**config.mk**
```make
export PLATFORM = sky130hd
export DESIGN_NAME = length_prefixed_deframer_unit
export DESIGN_NICKNAME = d
export VERILOG_FILES = /design/src/hw/rtl/lpd_pkg.sv /design/src/hw/rtl/lpd_in_reg.sv /design/src/hw/rtl/lpd_parser.sv /design/src/hw/rtl/length_prefixed_deframer_unit.sv
export SDC_FILE = /design/constraint.sdc
export NUM_CORES = 1
export LEC_CHECK = 0
export BUFFER_PORTS_ARGS = -buffer_cell sky130_fd_sc_hd__clkbuf_2
export CORE_MARGIN = 4
export CORE_UTILIZATION = 61
export DETAILED_ROUTE_END_ITERATION = 10
export PLACE_DENSITY = 0.79
export SYNTH_ARGS = -nofsm -noshare
export SYNTH_HDL_FRONTEND = slang
export SYNTH_SLANG_ARGS = --single-unit
```
**constraint.sdc**
```tcl
create_clock -name i_clk -period 4.25 [get_ports i_clk]
set_input_delay 0.425 -clock i_clk [delete_from_list [all_inputs] [get_ports i_clk]]
set_output_delay 0.425 -clock i_clk [all_outputs]
set_load 0.05 [all_outputs]
```
**src/hw/rtl/lpd_pkg.sv**
```systemverilog
// Shared types and constants for the length-prefixed deframer.
package lpd_pkg;

    localparam int unsigned ByteW   = 8;
    localparam int unsigned LenW    = 32;
    localparam int unsigned LenIdxW = 2;
    localparam int unsigned OutDataW = 3 * ByteW;

    // Parser phase, one-hot
    typedef enum logic [2:0] {
        PH_COMMAND = 3'b001,
        PH_LENGTH  = 3'b010,
        PH_BODY    = 3'b100
    } t_phase;

    typedef struct packed {
        logic [ByteW-1:0] main_command;
        logic [ByteW-1:0] sub_command;
        logic [ByteW-1:0] body_byte;
        logic             last_of_message;
        logic             empty_message;
    } t_result;

endpackage

```
**src/hw/rtl/lpd_in_reg.sv**
```systemverilog
// Input register stage holding one received byte.
module lpd_in_reg (
    input  logic                       i_clk,
    input  logic                       i_rst_n,
    input  logic                       s_axis_tvalid,
    output logic                       s_axis_tready,
    input  logic [lpd_pkg::ByteW-1:0]  s_axis_tdata,
    input  logic                       i_take,
    output logic                       o_valid,
    output logic [lpd_pkg::ByteW-1:0]  o_byte
);
    import lpd_pkg::*;

    logic             r_valid;
    logic [ByteW-1:0] r_byte;
    logic             n_valid;

    assign s_axis_tready = !r_valid || i_take;

    always_comb begin
        n_valid = r_valid;
        if (s_axis_tvalid && s_axis_tready) begin
            n_valid = 1'b1;
        end else if (i_take) begin
            n_valid = 1'b0;
        end
    end

    always_ff @(posedge i_clk) begin
        if (!i_rst_n) begin
            r_valid <= 1'b0;
        end else begin
            r_valid <= n_valid;
        end
    end

    always_ff @(posedge i_clk) begin
        if (s_axis_tvalid && s_axis_tready) begin
            r_byte <= s_axis_tdata;
        end
    end

    assign o_valid = r_valid;
    assign o_byte  = r_byte;

endmodule

```
**src/hw/rtl/lpd_parser.sv**
```systemverilog
// Header/body parser with the result register.
module lpd_parser (
    input  logic                      i_clk,
    input  logic                      i_rst_n,
    input  logic                      i_valid,
    input  logic [lpd_pkg::ByteW-1:0] i_byte,
    output logic                      o_take,
    output logic                      o_res_valid,
    output lpd_pkg::t_result          o_res,
    input  logic                      i_res_ready
);
    import lpd_pkg::*;

    t_phase               r_phase, n_phase;
    logic                 r_have_main, n_have_main;
    logic [LenIdxW-1:0]   r_len_idx, n_len_idx;
    logic [LenW-1:0]      r_remaining, n_remaining;
    logic [LenW-1:0]      r_length, n_length;
    logic [ByteW-1:0]     r_main, n_main;
    logic [ByteW-1:0]     r_sub, n_sub;
    logic                 r_res_valid, n_res_valid;
    t_result              r_res, n_res;
    logic                 room;
    logic                 fire;
    logic [LenW-1:0]      len_or;

    assign room   = !r_res_valid || i_res_ready;
    assign fire   = i_valid && room;
    assign o_take = room;

    // length bytes arrive least significant first
    always_comb begin
        len_or = r_length;
        case (r_len_idx)
            2'd0:    len_or[7:0]   = i_byte;
            2'd1:    len_or[15:8]  = i_byte;
            2'd2:    len_or[23:16] = i_byte;
            default: len_or[31:24] = i_byte;
        endcase
    end

    always_comb begin
        n_phase     = r_phase;
        n_have_main = r_have_main;
        n_len_idx   = r_len_idx;
        n_remaining = r_remaining;
        n_length    = r_length;
        n_main      = r_main;
        n_sub       = r_sub;
        n_res_valid = r_res_valid && !i_res_ready;
        n_res       = r_res;
        if (fire) begin
            case (r_phase)
                PH_LENGTH: begin
                    n_length  = len_or;
                    n_len_idx = r_len_idx + 1'b1;
                    if (r_len_idx == LenIdxW'(3)) begin
                        if (len_or == '0) begin
                            n_res_valid           = 1'b1;
                            n_res.main_command    = r_main;
                            n_res.sub_command     = r_sub;
                            n_res.body_byte       = '0;
                            n_res.last_of_message = 1'b1;
                            n_res.empty_message   = 1'b1;
                            n_phase               = PH_COMMAND;
                            n_have_main           = 1'b0;
                        end else begin
                            n_phase     = PH_BODY;
                            n_remaining = len_or;
                        end
                    end
                end
                PH_BODY: begin
                    n_res_valid           = 1'b1;
                    n_res.main_command    = r_main;
                    n_res.sub_command     = r_sub;
                    n_res.body_byte       = i_byte;
                    n_res.last_of_message = (r_remaining <= LenW'(1));
                    n_res.empty_message   = 1'b0;
                    if (r_remaining <= LenW'(1)) begin
                        n_phase     = PH_COMMAND;
                        n_have_main = 1'b0;
                    end else begin
                        n_remaining = r_remaining - LenW'(1);
                    end
                end
                default: begin
                    if (!r_have_main) begin
                        n_main      = i_byte;
                        n_have_main = 1'b1;
                    end else begin
                        n_sub       = i_byte;
                        n_phase     = PH_LENGTH;
                        n_len_idx   = '0;
                        n_length    = '0;
                    end
                end
            endcase
        end
    end

    always_ff @(posedge i_clk) begin
        if (!i_rst_n) begin
            r_phase     <= PH_COMMAND;
            r_have_main <= 1'b0;
            r_len_idx   <= '0;
            r_remaining <= '0;
            r_length    <= '0;
            r_main      <= '0;
            r_sub       <= '0;
            r_res_valid <= 1'b0;
        end else begin
            r_phase     <= n_phase;
            r_have_main <= n_have_main;
            r_len_idx   <= n_len_idx;
            r_remaining <= n_remaining;
            r_length    <= n_length;
            r_main      <= n_main;
            r_sub       <= n_sub;
            r_res_valid <= n_res_valid;
        end
    end

    always_ff @(posedge i_clk) begin
        r_res <= n_res;
    end

    assign o_res_valid = r_res_valid;
    assign o_res       = r_res;

endmodule

```
**src/hw/rtl/length_prefixed_deframer_unit.sv**
```systemverilog
// Length-prefixed deframer: one byte in per cycle, at most one result byte out per input byte.
// Each message is a main command byte, a sub command byte, a 4-byte little-endian
// body length, then the body. Every body byte comes out with both command bytes,
// tlast on the final byte; a zero-length message gives one result with tuser set
// (empty message) and tdata body byte zero. Header bytes give no result. The unit
// takes one byte every clock when the output is drained; each input byte is held in the
// input register, then its result in the result register.
module length_prefixed_deframer_unit (
    input  logic                          i_clk,
    input  logic                          i_rst_n,
    input  logic                          s_axis_tvalid,
    output logic                          s_axis_tready,
    input  logic [lpd_pkg::ByteW-1:0]     s_axis_tdata,  // [7:0] data_byte
    output logic                          m_axis_tvalid,
    input  logic                          m_axis_tready,
    output logic [lpd_pkg::OutDataW-1:0]  m_axis_tdata,  // [7:0] main_command,
                                                         // [15:8] sub_command,
                                                         // [23:16] body_byte
    output logic                          m_axis_tlast,  // last_of_message
    output logic                          m_axis_tuser   // empty_message
);
    import lpd_pkg::*;

    logic             in_valid;
    logic [ByteW-1:0] in_byte;
    logic             take;
    t_result          res;

    lpd_in_reg u_in_reg (
        .i_clk         (i_clk),
        .i_rst_n       (i_rst_n),
        .s_axis_tvalid (s_axis_tvalid),
        .s_axis_tready (s_axis_tready),
        .s_axis_tdata  (s_axis_tdata),
        .i_take        (take),
        .o_valid       (in_valid),
        .o_byte        (in_byte)
    );

    lpd_parser u_parser (
        .i_clk       (i_clk),
        .i_rst_n     (i_rst_n),
        .i_valid     (in_valid),
        .i_byte      (in_byte),
        .o_take      (take),
        .o_res_valid (m_axis_tvalid),
        .o_res       (res),
        .i_res_ready (m_axis_tready)
    );

    assign m_axis_tdata = {res.body_byte, res.sub_command, res.main_command};
    assign m_axis_tlast = res.last_of_message;
    assign m_axis_tuser = res.empty_message;

endmodule

```
==> run summary <==
Synth warn: 0
CP Launch Type: register
CTS clk-pin slew, worst paths: 60 ps
Most frequent cell after synthesis: nand2_1
TritonCTS Buffers: 17
Crit path kind: register to register
CP cell instances: ha_1 > mux2_2 > or3_4 > nor4_4 > and4b_1 > or2_2 > o21ai_0
Cell count after synthesis: 677
Worst Path Max Fanout: 30
TNS Setup: 0 ps
Lkg Pwr: 2.41 nW
P per Cell Area: 396 nW/µm²
CP endpoint kind: register
Clock Skew: 10.8 ps
CTS Sinks: 122
F_max: 295 MHz
Row count: 36
Port bufs: 39
Reg2reg path depth: 7
Top-level port count: 40
Share of cells above drive strength 1: 15.6%
Worst path slowest cell: ha_1
Initial core utilization: 62.3%
Sequential fraction of the synthesis area: 45.9%
Layout fillers: 745
Core box area: 9730 µm²
Post-DRT Antenna Nets: 0
Die W: 108 µm
H-tree Lvls: 4
Largest net degree at the start of global routing: 62
Cell Area, Synth: 6060 µm²
Synth cell types: 67
Final Cell Area: 6820 µm²
Drt total wl: 16000 µm
Min-delay src: s_axis_tdata[2]
Top cells by area, synth: dfxtp_1 (29%), edfxtp_1 (17%), nand2_1 (5.5%)
Final Hold Viols: 0
First-pass GRT wire length: 26400 µm
Die area: 11600 µm²
Hold path endpoint: u_in_reg.o_byte[2]$_DFFE_PP_
RSZ-0062 raised after global routing: no
Crit path buf inv count: 0
Hold Path Stages: 1
Initial DRC count: 601
Final min period: 3390 ps
Ant diodes: 0
Util after Layout: 70.1%
Max clock buf depth: 2
Final setup vio count: 0
# DRC: 0
Register bit total from synthesis: 122
Via count: 5489
Post-synth ARST share: 0%
Post-DP HPWL: 10200 µm
VDD IR max: 0.285 mV
Avg WL per Cell: 19.2 µm
Max-slew headroom: 19.8%
Status: completed
Max-slew violations: 0
Routed vias/inst: 6.60
Max cap viols: 0
Net Count, Synth: 695
GRT overflow: 0
Commonest cells post-synth: nand2_1 (89), dfxtp_1 (88), nor2_1 (65)
RD Place Congestion: 0.891
Least-Margin Pin Slew: 1190 ps
Critical Path RT: 4630 ps
Hold Buf Count CTS: 0
Post-synth top area cell: dfxtp_1
TritonCTS clock tree: yes
R2r endpoint: u_parser.r_remaining[9]$_SDFFE_PN0P_
Clock root cell: clkbuf_8
Data arrival time of the critical path: 3770 ps
Min-delay worst type: input port to register
Family with the most delay on the worst path: simple AND/OR/NAND/NOR gates
Worst-Skew Late Latency: 530 ps
Syn avg cell area: 8.95 µm²
EDFF count, synth: 34
Drt first pass iters: 5
GRT Util Overall: 29.2%
Final worst path period share: 79.9%
Yosys top cell area share: 29.1%
Vias in the first global route: 5277
Initial antenna violation count: 0
Setup Fix Bufs, Post-CTS: 0
Area after DPL: 6240 µm²
Worst path max stage delay: 730 ps
Worst reg-to-reg setup slack: 860 ps
Net count reported at finish: 704
Top FF cell, synth: dfxtp_1
Die height: 108 µm
Worst r2r src: u_parser.r_len_idx[1]$_SDFFE_PN0P_
CTS resizes: 0
Area growth from synthesis to layout: 12.5%
-- placed cells by master (no fill, tap or decap), drive strengths merged, types with 4 or more instances in the layout --
cell type	Yosys	final
buf	20	8
clkbuf	37	57
nor3	25	25
nand3	18	18
o221a	4	4
or3	5	5
o31ai	8	8
nor3b	5	5
and2	13	13
mux2i	31	31
o211ai	11	11
inv	8	10
a31o	7	7
a31oi	8	8
a22oi	4	4
ha	6	6
nand2	89	89
nor4	17	17
o311ai	19	19
edfxtp	34	34
a211oi	6	6
dfxtp	88	88
nand4	5	5
nor2b	5	5
clkinv	0	6
mux2	10	10
clkinvlp	0	4
nor2	65	65
o21ai	38	38
a32oi	6	6
a21oi	51	51
-- registers in the layout (all words and copies together) (netlist names) --
signal and cells:
u_parser.r_len_idx 2, u_parser.o_res_valid 1, u_parser.r_remaining 32, u_parser.r_length 32, u_parser.o_res 26, u_parser.r_have_main 1
u_parser.r_sub 8, u_parser.r_phase 3, u_in_reg.o_valid 1, u_parser.r_main 8, u_in_reg.o_byte 8
-- metal layers --
| metal | vias up | part of all wire [%] | track usage (%) | wire [µm] |
|---|---|---|---|---|
| li1 | 2516 | - | - | - |
| met1 | 2591 | 40 | 37.6 | 6460 |
| met2 | 326 | 47 | 45.3 | 7490 |
| met3 | 56 | 8.1 | 6.48 | 1290 |
| met4 | 0 | 4.7 | 16.3 | 753 |
| met5 | - | 0 | 0 | 0 |
-- kinds of logic after synthesis --
logic type	after synthesis	synth area share [%]
simple gates	263	21.5
fa+ha+maj	6	1.24
mux	41	6.98
flops	122	45.9
buf+inv	65	4.58
compound gates	180	19.8
-- worst max path at each step --
stage | start | end | slack (ps) | cells past startpoint
3_3_place_gp | u_parser.r_len_idx[1]$_SDFFE_PN0P_ | u_parser.r_remaining[6]$_SDFFE_PN0P_ | 1030 | 7
3_5_place_dp | u_parser.r_len_idx[1]$_SDFFE_PN0P_ | u_parser.r_remaining[1]$_SDFFE_PN0P_ | 890 | 7
6_report | u_parser.r_len_idx[1]$_SDFFE_PN0P_ | u_parser.r_remaining[9]$_SDFFE_PN0P_ | 860 | 7
2_1_floorplan | u_parser.r_len_idx[0]$_SDFFE_PN0P_ | u_parser.o_res[0]$_SDFFCE_PP0P_ | 670 | 7
5_1_grt | u_parser.r_len_idx[1]$_SDFFE_PN0P_ | u_parser.r_remaining[20]$_SDFFE_PN0P_ | 640 | 7
4_1_cts | u_parser.r_len_idx[1]$_SDFFE_PN0P_ | u_parser.r_remaining[1]$_SDFFE_PN0P_ | 890 | 7
-- metrics by stage --
step / setup WS, ps / instances / hold WS (ps) / power, mW
global placement: 1030 / 800 / 413 / 1.33
finish: 856 / 832 / 75.1 / 2.70
detailed placement: 889 / 800 / 417 / 1.34
floorplan: 667 / 677 / 408 / 1.31
global route: 642 / 832 / 44.5 / 2.79
CTS: 887 / 832 / 59.0 / 2.71
-- power by group --
| part | switching (mW) | internal, mW | total (mW) |
|---|---|---|---|
| Combinational | 0.0449 | 0.0268 | 0.0717 |
| Clock | 0.536 | 0.850 | 1.39 |
| Sequential | 0.0386 | 1.21 | 1.25 |
-- final cells by class --
cell class	count	area, µm²	area share (%)
inverter	8	30.0	0.440
clock inverter	14	148	2.16
clock buffer	18	428	6.27
timing repair buffer	47	255	3.74
sequential	122	2780	40.8
multi-input combinational	490	3010	44.1
tap	133	166	2.44
(Power assumes the default switching activity.)
